===== config.mk =====
export PLATFORM = sky130hd
export DESIGN_NAME = spi_master_with_fifos
export DESIGN_NICKNAME = d
export VERILOG_FILES = /design/src/sv/spim_pkg.sv /design/src/sv/spim_regs.sv /design/src/sv/spim_fifo.sv /design/src/sv/spim_engine.sv /design/src/sv/spi_master_with_fifos.sv
export VERILOG_INCLUDE_DIRS = /design/src /design/src/sv
export SDC_FILE = /design/constraint.sdc
export NUM_CORES = 1
export LEC_CHECK = 0
export BUFFER_PORTS_ARGS = -buffer_cell sky130_fd_sc_hd__buf_2
export CORE_AREA = 4 4 222 224
export CTS_CLUSTER_SIZE = 16
export DETAILED_ROUTE_END_ITERATION = 10
export DIE_AREA = 0 0 226 228
export GPL_ROUTABILITY_DRIVEN = 0
export MAX_ROUTING_LAYER = met4
export SYNTH_ARGS = -nofsm -noshare
export SYNTH_HDL_FRONTEND = slang
export SYNTH_SLANG_ARGS = --single-unit

===== constraint.sdc =====
create_clock -name clk -period 6.8 [get_ports clk]
set_input_delay 1.36 -clock clk [delete_from_list [all_inputs] [get_ports clk]]
set_output_delay 1.36 -clock clk [all_outputs]
set_load 0.01 [all_outputs]

===== src/sv/spi_master_with_fifos_assert.svh =====
// ---------------------------------------------------------------------------
// spi_master_with_fifos assertion macros
// Shared concurrent-check shorthands; expect clk and rst in scope.
// ---------------------------------------------------------------------------
`ifndef SPI_MASTER_WITH_FIFOS_ASSERT_SVH
`define SPI_MASTER_WITH_FIFOS_ASSERT_SVH

// same-cycle implication
`define SPIM_ASSERT_NOW(lbl, ante, cons, msg) \
  lbl: assert property (@(posedge clk) disable iff (rst) (ante) |-> (cons)) else $error(msg);

// next-cycle implication
`define SPIM_ASSERT_NEXT(lbl, ante, cons, msg) \
  lbl: assert property (@(posedge clk) disable iff (rst) (ante) |=> (cons)) else $error(msg);

`endif


===== src/sv/spim_pkg.sv =====
`timescale 1ns / 1ps
// ---------------------------------------------------------------------------
// spim_pkg
// Shared types, constants and helpers for the SPI master with FIFOs.
// ---------------------------------------------------------------------------
package spim_pkg;

  localparam int FIFO_DEPTH = 8;
  localparam int PTR_W      = $clog2(FIFO_DEPTH);
  localparam int CNT_W      = $clog2(FIFO_DEPTH + 1);
  localparam int WORD_W     = 16;
  localparam int ADDR_W     = 5;
  localparam int DATA_W     = 32;

  // register reset values
  localparam logic [4:0]  FRAME_BITS_RST = 5'd8;
  localparam logic [7:0]  CLOCK_RATE_RST = 8'd0;
  localparam logic [7:0]  PRESCALE_RST   = 8'd2;
  localparam logic [15:0] HALF_RST       = 16'd1;

  // item operation codes
  typedef enum logic [1:0] {
    OP_WRITE  = 2'd0,
    OP_READ   = 2'd1,
    OP_TICK   = 2'd2,
    OP_STATUS = 2'd3
  } op_t;

  // register indexes
  typedef enum logic [2:0] {
    REG_FRAME_BITS = 3'd0,
    REG_POLARITY   = 3'd1,
    REG_PHASE      = 3'd2,
    REG_CLOCK_RATE = 3'd3,
    REG_PRESCALE   = 3'd4,
    REG_ENABLE     = 3'd5
  } reg_idx_t;

  // live configuration as seen by the shift engine
  typedef struct packed {
    logic [4:0]        frame_len;  // clamped to 4..16
    logic              polarity;
    logic              phase;
    logic              enable;
    logic [WORD_W-1:0] half;       // ticks per half bit
  } cfg_t;

  // engine requests towards the FIFOs
  typedef struct packed {
    logic              tx_pop;
    logic              rx_push;
    logic [WORD_W-1:0] rx_word;
  } eng_req_t;

  // engine state after the current beat
  typedef struct packed {
    logic active;
    logic second;
    logic mosi;
  } eng_stat_t;

  // FIFO fill flags, now and after the current beat
  typedef struct packed {
    logic full;
    logic empty;
    logic full_next;
    logic empty_next;
  } fifo_stat_t;

  // one result beat
  typedef struct packed {
    logic [WORD_W-1:0] read_word;
    logic              read_valid;
    logic              write_dropped;
    logic              sck_level;
    logic              mosi_level;
    logic              select_n;
    logic              tx_not_full;
    logic              rx_not_empty;
    logic              busy_res;
  } res_t;

  // low n bits set
  function automatic logic [WORD_W-1:0] frame_mask(input logic [4:0] n);
    logic [WORD_W-1:0] m;
    for (int i = 0; i < WORD_W; i++) begin
      m[i] = (5'(i) < n);
    end
    return m;
  endfunction

endpackage


===== src/sv/spim_regs.sv =====
`timescale 1ns / 1ps
// ---------------------------------------------------------------------------
// spim_regs
// APB register bank; keeps the half-bit tick count ready as a register.
// ---------------------------------------------------------------------------
module spim_regs (
  input  logic                       clk,
  input  logic                       rst,
  input  logic                       psel,
  input  logic                       penable,
  input  logic                       pwrite,
  input  logic [spim_pkg::ADDR_W-1:0] paddr,
  input  logic [spim_pkg::DATA_W-1:0] pwdata,
  output logic [spim_pkg::DATA_W-1:0] prdata,
  output logic                       pready,
  output spim_pkg::cfg_t             cfg
);

  logic [4:0]  frame_bits;
  logic        polarity;
  logic        phase;
  logic [7:0]  clock_rate;
  logic [7:0]  prescale;
  logic        enable;
  logic [15:0] half;
  logic [15:0] half_next;

  spim_pkg::reg_idx_t idx;
  logic               wr;
  logic [7:0]         pre_src;
  logic [7:0]         rate_src;
  logic [6:0]         pre_half;
  logic [8:0]         rate_plus;

  assign pready = 1'b1;
  assign idx    = spim_pkg::reg_idx_t'(paddr[4:2]);
  assign wr     = psel & penable & pwrite;

  // half period = max(prescale/2, 1) * (rate + 1), from the value being written
  always_comb begin
    pre_src   = prescale;
    rate_src  = clock_rate;
    if (wr && idx == spim_pkg::REG_PRESCALE) begin
      pre_src = pwdata[7:0];
    end
    if (wr && idx == spim_pkg::REG_CLOCK_RATE) begin
      rate_src = pwdata[7:0];
    end
    pre_half  = (pre_src[7:1] == 7'd0) ? 7'd1 : pre_src[7:1];
    rate_plus = {1'b0, rate_src} + 9'd1;
    half_next = {9'd0, pre_half} * {7'd0, rate_plus};
  end

  // register writes
  always_ff @(posedge clk) begin
    if (rst) begin
      frame_bits <= spim_pkg::FRAME_BITS_RST;
      polarity   <= 1'b0;
      phase      <= 1'b0;
      clock_rate <= spim_pkg::CLOCK_RATE_RST;
      prescale   <= spim_pkg::PRESCALE_RST;
      enable     <= 1'b0;
      half       <= spim_pkg::HALF_RST;
    end else if (wr) begin
      half <= half_next;
      case (idx)
        spim_pkg::REG_FRAME_BITS: frame_bits <= pwdata[4:0];
        spim_pkg::REG_POLARITY:   polarity   <= pwdata[0];
        spim_pkg::REG_PHASE:      phase      <= pwdata[0];
        spim_pkg::REG_CLOCK_RATE: clock_rate <= pwdata[7:0];
        spim_pkg::REG_PRESCALE:   prescale   <= pwdata[7:0];
        spim_pkg::REG_ENABLE:     enable     <= pwdata[0];
        default: ;
      endcase
    end
  end

  // read-back
  always_comb begin
    case (idx)
      spim_pkg::REG_FRAME_BITS: prdata = {27'd0, frame_bits};
      spim_pkg::REG_POLARITY:   prdata = {31'd0, polarity};
      spim_pkg::REG_PHASE:      prdata = {31'd0, phase};
      spim_pkg::REG_CLOCK_RATE: prdata = {24'd0, clock_rate};
      spim_pkg::REG_PRESCALE:   prdata = {24'd0, prescale};
      spim_pkg::REG_ENABLE:     prdata = {31'd0, enable};
      default:                  prdata = '0;
    endcase
  end

  // frame size clamped to 4..16
  always_comb begin
    if (frame_bits < 5'd4) begin
      cfg.frame_len = 5'd4;
    end else if (frame_bits > 5'd16) begin
      cfg.frame_len = 5'd16;
    end else begin
      cfg.frame_len = frame_bits;
    end
    cfg.polarity = polarity;
    cfg.phase    = phase;
    cfg.enable   = enable;
    cfg.half     = half;
  end

endmodule


===== src/sv/spim_fifo.sv =====
`timescale 1ns / 1ps
// ---------------------------------------------------------------------------
// spim_fifo
// Word FIFO with head/tail pointers and fill count; head word read directly.
// ---------------------------------------------------------------------------
module spim_fifo (
  input  logic                       clk,
  input  logic                       rst,
  input  logic                       push,
  input  logic                       pop,
  input  logic [spim_pkg::WORD_W-1:0] wdata,
  output logic [spim_pkg::WORD_W-1:0] rdata,
  output spim_pkg::fifo_stat_t       stat
);

  logic [spim_pkg::WORD_W-1:0] mem [spim_pkg::FIFO_DEPTH];
  logic [spim_pkg::PTR_W-1:0]  head;
  logic [spim_pkg::PTR_W-1:0]  tail;
  logic [spim_pkg::CNT_W-1:0]  count;
  logic [spim_pkg::CNT_W-1:0]  count_next;
  logic                        push_ok;
  logic                        pop_ok;

  localparam logic [spim_pkg::PTR_W-1:0] LAST = spim_pkg::PTR_W'(spim_pkg::FIFO_DEPTH - 1);
  localparam logic [spim_pkg::CNT_W-1:0] FULL = spim_pkg::CNT_W'(spim_pkg::FIFO_DEPTH);

  assign stat.full  = (count == FULL);
  assign stat.empty = (count == '0);
  assign push_ok    = push & ~stat.full;
  assign pop_ok     = pop & ~stat.empty;

  // fill count after this beat
  always_comb begin
    count_next = count;
    if (push_ok && !pop_ok) begin
      count_next = count + 1'b1;
    end else if (pop_ok && !push_ok) begin
      count_next = count - 1'b1;
    end
  end

  assign stat.full_next  = (count_next == FULL);
  assign stat.empty_next = (count_next == '0);

  // pointers and count
  always_ff @(posedge clk) begin
    if (rst) begin
      head  <= '0;
      tail  <= '0;
      count <= '0;
    end else begin
      count <= count_next;
      if (push_ok) begin
        tail <= (tail == LAST) ? '0 : tail + 1'b1;
      end
      if (pop_ok) begin
        head <= (head == LAST) ? '0 : head + 1'b1;
      end
    end
  end

  // storage, no reset
  always_ff @(posedge clk) begin
    if (push_ok) begin
      mem[tail] <= wdata;
    end
  end

  assign rdata = mem[head];

endmodule


===== src/sv/spim_engine.sv =====
`timescale 1ns / 1ps
// ---------------------------------------------------------------------------
// spim_engine
// Frame sequencer: divider, SCK phase, shift registers and bit count.
// ---------------------------------------------------------------------------
`include "spi_master_with_fifos_assert.svh"

module spim_engine (
  input  logic                       clk,
  input  logic                       rst,
  input  logic                       tick,
  input  logic                       miso,
  input  spim_pkg::cfg_t             cfg,
  input  logic [spim_pkg::WORD_W-1:0] tx_word,
  input  logic                       tx_empty,
  input  logic                       rx_full,
  output spim_pkg::eng_req_t         req,
  output spim_pkg::eng_stat_t        stat
);

  logic        active;
  logic        second;
  logic        mosi;
  logic [15:0] shift_out;
  logic [15:0] shift_in;
  logic [4:0]  bit_cnt;
  logic [15:0] div_cnt;

  logic        active_next;
  logic        second_next;
  logic        mosi_next;
  logic [15:0] shift_out_next;
  logic [15:0] shift_in_next;
  logic [4:0]  bit_cnt_next;
  logic [15:0] div_cnt_next;

  logic [15:0] mask;
  logic [3:0]  msb;
  logic [15:0] loaded;
  logic [15:0] div_inc;
  logic [4:0]  bit_inc;
  logic [15:0] sampled;

  assign mask    = spim_pkg::frame_mask(cfg.frame_len);
  assign msb     = 4'(cfg.frame_len - 5'd1);
  assign loaded  = tx_word & mask;
  assign div_inc = div_cnt + 16'd1;
  assign bit_inc = bit_cnt + 5'd1;
  assign sampled = {shift_in[14:0], miso};

  // next state for one tick
  always_comb begin
    active_next    = active;
    second_next    = second;
    mosi_next      = mosi;
    shift_out_next = shift_out;
    shift_in_next  = shift_in;
    bit_cnt_next   = bit_cnt;
    div_cnt_next   = div_cnt;
    req            = '0;
    if (tick) begin
      if (!cfg.enable) begin
        // abort or stay idle
        active_next  = 1'b0;
        second_next  = 1'b0;
        div_cnt_next = '0;
        bit_cnt_next = '0;
        mosi_next    = 1'b0;
      end else if (!active) begin
        // start a frame when a word is queued
        if (!tx_empty) begin
          req.tx_pop     = 1'b1;
          shift_in_next  = '0;
          bit_cnt_next   = '0;
          div_cnt_next   = '0;
          active_next    = 1'b1;
          second_next    = 1'b0;
          shift_out_next = loaded;
          if (!cfg.phase) begin
            mosi_next      = loaded[msb];
            shift_out_next = {loaded[14:0], 1'b0};
          end
        end
      end else if (div_inc < cfg.half) begin
        div_cnt_next = div_inc;
      end else begin
        div_cnt_next = '0;
        if (!second) begin
          // first edge of the bit
          second_next = 1'b1;
          if (!cfg.phase) begin
            shift_in_next = sampled;
          end else begin
            mosi_next      = shift_out[msb];
            shift_out_next = {shift_out[14:0], 1'b0};
          end
        end else begin
          // closing edge of the bit
          second_next = 1'b0;
          if (cfg.phase) begin
            shift_in_next = sampled;
          end
          if (bit_inc >= cfg.frame_len) begin
            req.rx_push  = ~rx_full;
            req.rx_word  = (cfg.phase ? sampled : shift_in) & mask;
            active_next  = 1'b0;
            bit_cnt_next = '0;
            mosi_next    = 1'b0;
          end else begin
            bit_cnt_next = bit_inc;
            if (!cfg.phase) begin
              mosi_next      = shift_out[msb];
              shift_out_next = {shift_out[14:0], 1'b0};
            end
          end
        end
      end
    end
  end

  assign stat.active = active_next;
  assign stat.second = second_next;
  assign stat.mosi   = mosi_next;

  // state registers
  always_ff @(posedge clk) begin
    if (rst) begin
      active    <= 1'b0;
      second    <= 1'b0;
      mosi      <= 1'b0;
      shift_out <= '0;
      shift_in  <= '0;
      bit_cnt   <= '0;
      div_cnt   <= '0;
    end else begin
      active    <= active_next;
      second    <= second_next;
      mosi      <= mosi_next;
      shift_out <= shift_out_next;
      shift_in  <= shift_in_next;
      bit_cnt   <= bit_cnt_next;
      div_cnt   <= div_cnt_next;
    end
  end

  // idle means divider, phase and bit count all parked
  `SPIM_ASSERT_NOW(a_idle_parked, !active, div_cnt == '0 && !second && bit_cnt == '0, "idle state not parked")
  `SPIM_ASSERT_NOW(a_idle_mosi, !active, !mosi, "MOSI latch set while idle")
  `SPIM_ASSERT_NEXT(a_disable_stops, tick && !cfg.enable, !active, "frame survived a disabled tick")

endmodule


===== src/sv/spi_master_with_fifos.sv =====
`timescale 1ns / 1ps
// ---------------------------------------------------------------------------
// spi_master_with_fifos
// SPI master with 8-word transmit and receive FIFOs, modes 0 to 3.
// ---------------------------------------------------------------------------
// Usage:
//   Input channel (in_valid/in_stall) carries one beat per item: op selects
//   a data write (push write_word to the transmit FIFO), a data read (pop the
//   receive FIFO) or a peripheral clock tick carrying miso_bit.
//   Output channel (out_valid/out_stall) returns exactly one result beat per
//   item: read data and flags plus SCK, MOSI, select and FIFO status as they
//   stand after the item.
//   One item is taken per cycle while in_stall is low. The item is folded
//   into the state in its accept cycle and the result lands in an output
//   register backed by a one-beat skid register, so in_stall only rises
//   once a result waits in the skid stage.
//   Configuration goes through the APB port (pready always high); write it
//   only while no beat is in flight and the engine is idle.
//   Reset (rst, synchronous) empties both FIFOs, parks the engine with SCK
//   at the polarity and select high, and drops any held result beats.
// ---------------------------------------------------------------------------
`include "spi_master_with_fifos_assert.svh"

module spi_master_with_fifos (
  input  logic                       clk,
  input  logic                       rst,
  // item channel
  input  logic                       in_valid,
  output logic                       in_stall,
  input  logic [1:0]                 op,
  input  logic [15:0]                write_word,
  input  logic                       miso_bit,
  // result channel
  output logic                       out_valid,
  input  logic                       out_stall,
  output logic [15:0]                read_word,
  output logic                       read_valid,
  output logic                       write_dropped,
  output logic                       sck_level,
  output logic                       mosi_level,
  output logic                       select_n,
  output logic                       tx_not_full,
  output logic                       rx_not_empty,
  output logic                       busy_res,
  // configuration
  input  logic                       psel,
  input  logic                       penable,
  input  logic                       pwrite,
  input  logic [spim_pkg::ADDR_W-1:0] paddr,
  input  logic [spim_pkg::DATA_W-1:0] pwdata,
  output logic [spim_pkg::DATA_W-1:0] prdata,
  output logic                       pready
);

  spim_pkg::cfg_t       cfg;
  spim_pkg::eng_req_t   req;
  spim_pkg::eng_stat_t  eng_stat;
  spim_pkg::fifo_stat_t tx_stat;
  spim_pkg::fifo_stat_t rx_stat;
  spim_pkg::op_t        op_in;
  spim_pkg::res_t       res_now;
  spim_pkg::res_t       out_res;
  spim_pkg::res_t       skid_res;

  logic        skid_valid;
  logic        accept;
  logic        is_write;
  logic        is_read;
  logic        is_tick;
  logic        tx_push;
  logic        rx_pop;
  logic [15:0] tx_head;
  logic [15:0] rx_head;

  assign in_stall = skid_valid;
  assign accept   = in_valid & ~in_stall;
  assign op_in    = spim_pkg::op_t'(op);

  // op decode
  always_comb begin
    is_write = 1'b0;
    is_read  = 1'b0;
    is_tick  = 1'b0;
    case (op_in)
      spim_pkg::OP_WRITE:  is_write = accept;
      spim_pkg::OP_READ:   is_read  = accept;
      spim_pkg::OP_TICK:   is_tick  = accept;
      spim_pkg::OP_STATUS: ;
      default: ;
    endcase
  end

  assign tx_push = is_write & ~tx_stat.full;
  assign rx_pop  = is_read & ~rx_stat.empty;

  spim_regs u_regs (
    .clk     (clk),
    .rst     (rst),
    .psel    (psel),
    .penable (penable),
    .pwrite  (pwrite),
    .paddr   (paddr),
    .pwdata  (pwdata),
    .prdata  (prdata),
    .pready  (pready),
    .cfg     (cfg)
  );

  spim_fifo u_tx_fifo (
    .clk   (clk),
    .rst   (rst),
    .push  (tx_push),
    .pop   (req.tx_pop),
    .wdata (write_word),
    .rdata (tx_head),
    .stat  (tx_stat)
  );

  spim_fifo u_rx_fifo (
    .clk   (clk),
    .rst   (rst),
    .push  (req.rx_push),
    .pop   (rx_pop),
    .wdata (req.rx_word),
    .rdata (rx_head),
    .stat  (rx_stat)
  );

  spim_engine u_engine (
    .clk      (clk),
    .rst      (rst),
    .tick     (is_tick),
    .miso     (miso_bit),
    .cfg      (cfg),
    .tx_word  (tx_head),
    .tx_empty (tx_stat.empty),
    .rx_full  (rx_stat.full),
    .req      (req),
    .stat     (eng_stat)
  );

  // result for the beat being accepted
  always_comb begin
    res_now.read_word     = rx_pop ? rx_head : '0;
    res_now.read_valid    = rx_pop;
    res_now.write_dropped = is_write & tx_stat.full;
    res_now.sck_level     = eng_stat.active ? (cfg.polarity ^ eng_stat.second) : cfg.polarity;
    res_now.mosi_level    = eng_stat.active & eng_stat.mosi;
    res_now.select_n      = ~eng_stat.active;
    res_now.tx_not_full   = ~tx_stat.full_next;
    res_now.rx_not_empty  = ~rx_stat.empty_next;
    res_now.busy_res      = eng_stat.active | ~tx_stat.empty_next;
  end

  // output register with skid stage
  always_ff @(posedge clk) begin
    if (rst) begin
      out_valid  <= 1'b0;
      skid_valid <= 1'b0;
    end else if (!out_valid || !out_stall) begin
      if (skid_valid) begin
        out_valid  <= 1'b1;
        skid_valid <= 1'b0;
      end else begin
        out_valid <= accept;
      end
    end else if (accept) begin
      skid_valid <= 1'b1;
    end
  end

  // payload, no reset
  always_ff @(posedge clk) begin
    if (!out_valid || !out_stall) begin
      if (skid_valid) begin
        out_res <= skid_res;
      end else if (accept) begin
        out_res <= res_now;
      end
    end else if (accept) begin
      skid_res <= res_now;
    end
  end

  assign read_word     = out_res.read_word;
  assign read_valid    = out_res.read_valid;
  assign write_dropped = out_res.write_dropped;
  assign sck_level     = out_res.sck_level;
  assign mosi_level    = out_res.mosi_level;
  assign select_n      = out_res.select_n;
  assign tx_not_full   = out_res.tx_not_full;
  assign rx_not_empty  = out_res.rx_not_empty;
  assign busy_res      = out_res.busy_res;

  // skid beat only exists behind a held output beat
  `SPIM_ASSERT_NOW(a_skid_behind_out, skid_valid, out_valid, "skid beat without output beat")
  `SPIM_ASSERT_NEXT(a_stall_to_skid, accept && out_valid && out_stall, skid_valid, "beat lost on stall")
  `SPIM_ASSERT_NEXT(a_drain_empty, out_valid && !out_stall && !skid_valid && !accept, !out_valid, "beat repeated after drain")

endmodule


==> results.md <==
* Status: completed
* Full die area at 51500 um^2
* Max Slew Vio Count at 0
* Share of the synthesized area in the top cell type at 43.4%
* Post-Layout Cell Count at 2466
* Crit Path Class: in -> reg
* WHS Endpoint: u_regs.half[6]$_SDFFE_PP0P_
* Ys async rst share at 0%
* Final min period at 6.43 ns
* Final worst-path cycle share at 94.6%
* Worst reg-to-reg setup slack at 1.33 ns
* Slew @ Worst Pin at 1.20 ns
* PwrDens at 229 nW/um^2
* Clk pwr share at 46.3%
* Port Buffers at 70
* P_int at 4330 uW
* Switching Power at 1150 uW
* Placed cell areas at 22400 um^2
* Cts hold-fix bufs at 0
* Synth Register Bits at 428
* Critical Path RT at 7.21 ns
* Crit path buf inv count at 4
* Final hold violation count at 0
* Clock Latency Late Sink at 0.61 ns
* Vias per cell at 5.46
* Netlist area before placement at 21000 um^2
* Critical-path maximum fanout at 5
* Ys flop type: edfxtp_1
* Remaining DRCs at 0
* Share of layout cells above drive strength 1 at 17.8%
* Nets at 1979
* Sequential share of power at 51.1%
* CTS resizes at 0
* Reg2reg end: u_regs.half[15]$_SDFFE_PP0P_
* Count of cell types in the netlist at 78
* Largest net degree at the start of global routing at 64
* Worst vdd ir at 0.192 mV
* R2r startpoint: u_regs.clock_rate[0]$_SDFFE_PP0N_
* Final core utilization at 50.5%
* Area delta synth->final at 13.9%
* Most frequent CP cell: fa_1
* Max_cap viols at 0
* Worst-case clock buffer depth at 3
* Slowest cell on crit path: fa_1
* Routed WL at 46.2 mm
* Drt first pass iters at 5
* Post-synth top area cell: edfxtp_1
* CTS tree: yes
* Post-synthesis sequential area ratio at 55.3%
* Worst-case reg-to-reg path depth at 22
* Num rows at 80
* Synth area leaders: edfxtp_1 43%, dfxtp_1 12%, mux2i_1 6.0%
* Total gr overflow at 0
* Grt met3 use at 2.65%
* P_leak at 0.00848 uW
* CP top delay family: adder cells
* Slew Limit Headroom at 19.3%
* Multiplexer share of the synthesized area at 11.6%
* Wire length per cell at 18.7 um
* Worst hold stages at 2
* Post-Synthesis Cells at 1708
* Adder-Cell Fraction of Synth Area at 7.41%
* Sw Share at 21.1%
* Final setup vio count at 0
* Total GRT Usage at 18.4%
* Root buffer cell: clkbuf_16
* Filler instances at 4142
* CP endpoint kind: flip-flop
* Crit path largest cell delay at 0.54 ns
* Post-route ant nets at 0
* RSZ-0062 raised after global routing: false
* # placed instances at 2379
* Largest family of logic cells by synthesized area: multiplexers
* H-Tree Depth at 2
* Hold_sp: u_regs.half[6]$_SDFFE_PP0P_
* Design Area, Final at 23900 um^2
* Die height at 228 um
* Vias at 13500
* Crit start category: primary input
* Post-Synth XOR/XNOR Area at 1.79%
* Gr busiest metal: met2
* Post-CTS Setup Repair Bufs at 0
* Global Route met1 Usage at 25.9%
* Post-synthesis compound-gate area fraction at 8.56%
* Post-DP HPWL at 31.3 mm
* Global-route wire length before repair at 73.9 mm
* Initial antenna violation count at 1
* Grt met2 use at 28.6%
* Clock buffer count from CTS at 46
* CP arrival at 6.84 ns
* Simple-gate area share of the yosys netlist at 11.5%
* Peak Freq at 0.155 GHz
* Initial Util at 44.4%
* EDFF count, synth at 304
* Clk slew on worst S/H paths at 0.06 ns
* First DRT Iteration DRCs at 758
* # IOs at 122
* Yosys warns at 0
* Vias in the first global route at 13200
* Avg Cell Area, Syn at 12.3 um^2
* Die Wd at 226 um
* Total clock sinks at 428
* Worst hold-check path type: reg -> reg
* Comb pwr share at 2.6%
* Core area at 47300 um^2
* Setup Skew at 0.0503 ns
-- worst register-to-register path, cell delays in order (launching register included) --
cell     delay, ns
dfxtp_1       0.37
mux2i_4       0.11
inv_2         0.07
ha_2          0.20
nand2_1       0.12
a21o_1        0.22
xnor2_2       0.25
nor2_1        0.11
fa_1          0.51
fa_1          0.44
fa_1          0.54
inv_1         0.05
fa_1          0.52
inv_1         0.04
ha_1          0.24
nor3_1        0.17
o21ai_0       0.18
a311o_1       0.34
a21o_1        0.21
a21oi_2       0.17
o21ai_1       0.10
xnor2_1       0.22
o31ai_1       0.09
-- through the flow --
step           setup WS, ns  hold WS (ns)  power (uW)  setup TNS [ns]
4_1_cts               0.387         0.456        5550               0
3_5_place_dp         -0.220         0.447        3000          -0.484
2_1_floorplan       0.00699         0.432        2950               0
5_1_grt              0.0457         0.471        5660               0
3_3_place_gp         -0.139         0.446        3000          -0.283
6_report              0.366         0.452        5480               0
-- power groups by stage --
stage | Combinational, uW | Sequential (uW) | Clock (uW)
after detailed placement | 143 | 2860 | 0
final | 144 | 2800 | 2540
after global placement | 141 | 2850 | 0
after floorplan | 87.5 | 2860 | 0
after global routing | 159 | 2800 | 2700
after CTS | 144 | 2800 | 2600
-- cells in the mapped netlist, types with 8 or more instances --
cell,instances
nor2_1,203
o21ai_0,32
a21oi_1,64
ha_1,70
and2_1,9
mux2i_1,125
edfxtp_1,304
xnor2_1,26
nor3_1,36
nand2b_1,16
a22oi_1,45
clkbuf_1,55
a31oi_1,10
a21o_1,29
mux4_2,48
inv_1,60
fa_1,34
nand3b_1,10
a211oi_1,20
nand4_1,11
buf_2,20
mux2_2,9
xor2_1,17
dfxtp_1,124
nor2b_1,16
nand2_1,114
nand3_1,41
buf_4,29
or2_2,9
nor3b_1,8
and3_1,13
-- layer usage --
layer | up-vias | part of all wire (%)
met1 | 6661 | 47
met2 | 257 | 47
li1 | 6486 | -
met4 | 0 | 1.6
met5 | - | 0
met3 | 57 | 4.4
-- layout make-up --
cell class | count | area [um^2] | area share, %
Antenna cell | 1 | 2.50 | 0.0105
Clock buffer | 60 | 1270 | 5.32
Clock inverter | 26 | 288 | 1.20
Inverter | 61 | 229 | 0.957
Multi-Input combinational cell | 1129 | 8830 | 36.9
Sequential cell | 428 | 11600 | 48.5
Tap cell | 615 | 769 | 3.22
Timing Repair Buffer | 146 | 923 | 3.86
-- sequential cells by signal, indices dropped and copies added, names as in the netlist, 3 cells and up, named ones only --
name,cells
read_word,16
skid_res,24
u_engine.bit_cnt,5
u_engine.div_cnt,16
u_engine.shift_in,16
u_engine.shift_out,16
u_regs.clock_rate,8
u_regs.frame_bits,5
u_regs.half,16
u_regs.prescale,8
u_rx_fifo.count,4
u_rx_fifo.head,3
u_rx_fifo.mem,128
u_rx_fifo.tail,3
u_tx_fifo.count,4
u_tx_fifo.head,3
u_tx_fifo.mem,128
u_tx_fifo.tail,3
-- cell usage in the layout (no fill, tap or decap), types with 6 or more instances in the layout --
master / synthesis / layout
ha_1: 70 / 68
nor2_1: 203 / 202
a22oi_1: 45 / 45
clkinv_2: 0 / 6
edfxtp_1: 304 / 304
clkbuf_8: 0 / 7
inv_1: 60 / 59
or2_2: 9 / 9
nor3b_1: 8 / 6
o21ai_0: 32 / 31
xor2_1: 17 / 16
a31oi_1: 10 / 10
mux4_2: 48 / 48
nand4_1: 11 / 11
nor3_2: 1 / 8
clkbuf_16: 0 / 46
a21oi_1: 64 / 62
nor2b_1: 16 / 16
nand2_1: 114 / 114
conb_1: 2 / 25
mux2_2: 9 / 9
buf_4: 29 / 77
clkinv_1: 1 / 10
clkbuf_1: 55 / 7
and2_1: 9 / 9
o211ai_1: 7 / 7
and3_1: 13 / 13
nand3_1: 41 / 41
nand2b_1: 16 / 16
nand3b_1: 10 / 10
buf_2: 20 / 69
xnor2_1: 26 / 24
a21o_1: 29 / 29
mux2i_1: 125 / 124
fa_1: 34 / 34
nor3_1: 36 / 29
a211oi_1: 20 / 20
or3_1: 6 / 6
dfxtp_1: 124 / 120
-- worst max path at each step --
| stage | slack, ns | endpoint | cells after the start | start |
|---|---|---|---|---|
| after global placement | -0.14 | u_regs.half[15]$_SDFFE_PP0P_ | 25 | paddr[4] |
| after detailed placement | -0.22 | u_regs.half[15]$_SDFFE_PP0P_ | 25 | paddr[4] |
| after global routing | 0.05 | u_regs.half[15]$_SDFFE_PP0P_ | 23 | pwrite |
| after CTS | 0.39 | u_regs.half[15]$_SDFFE_PP0P_ | 25 | paddr[4] |
| after floorplan | 0.007 | u_regs.half[15]$_SDFFE_PP0P_ | 25 | paddr[2] |
| final | 0.37 | u_regs.half[15]$_SDFFE_PP0P_ | 25 | paddr[4] |
-- kinds of logic after synthesis --
family,after synthesis
AOI/OAI and AO/OA,257
xor gates and xnor gates,43
adders and majority gates,104
buffers and inverters,174
DFF,428
muxes,182
other,2
and+or+nand+nor,518
(Power assumes the default switching activity.)
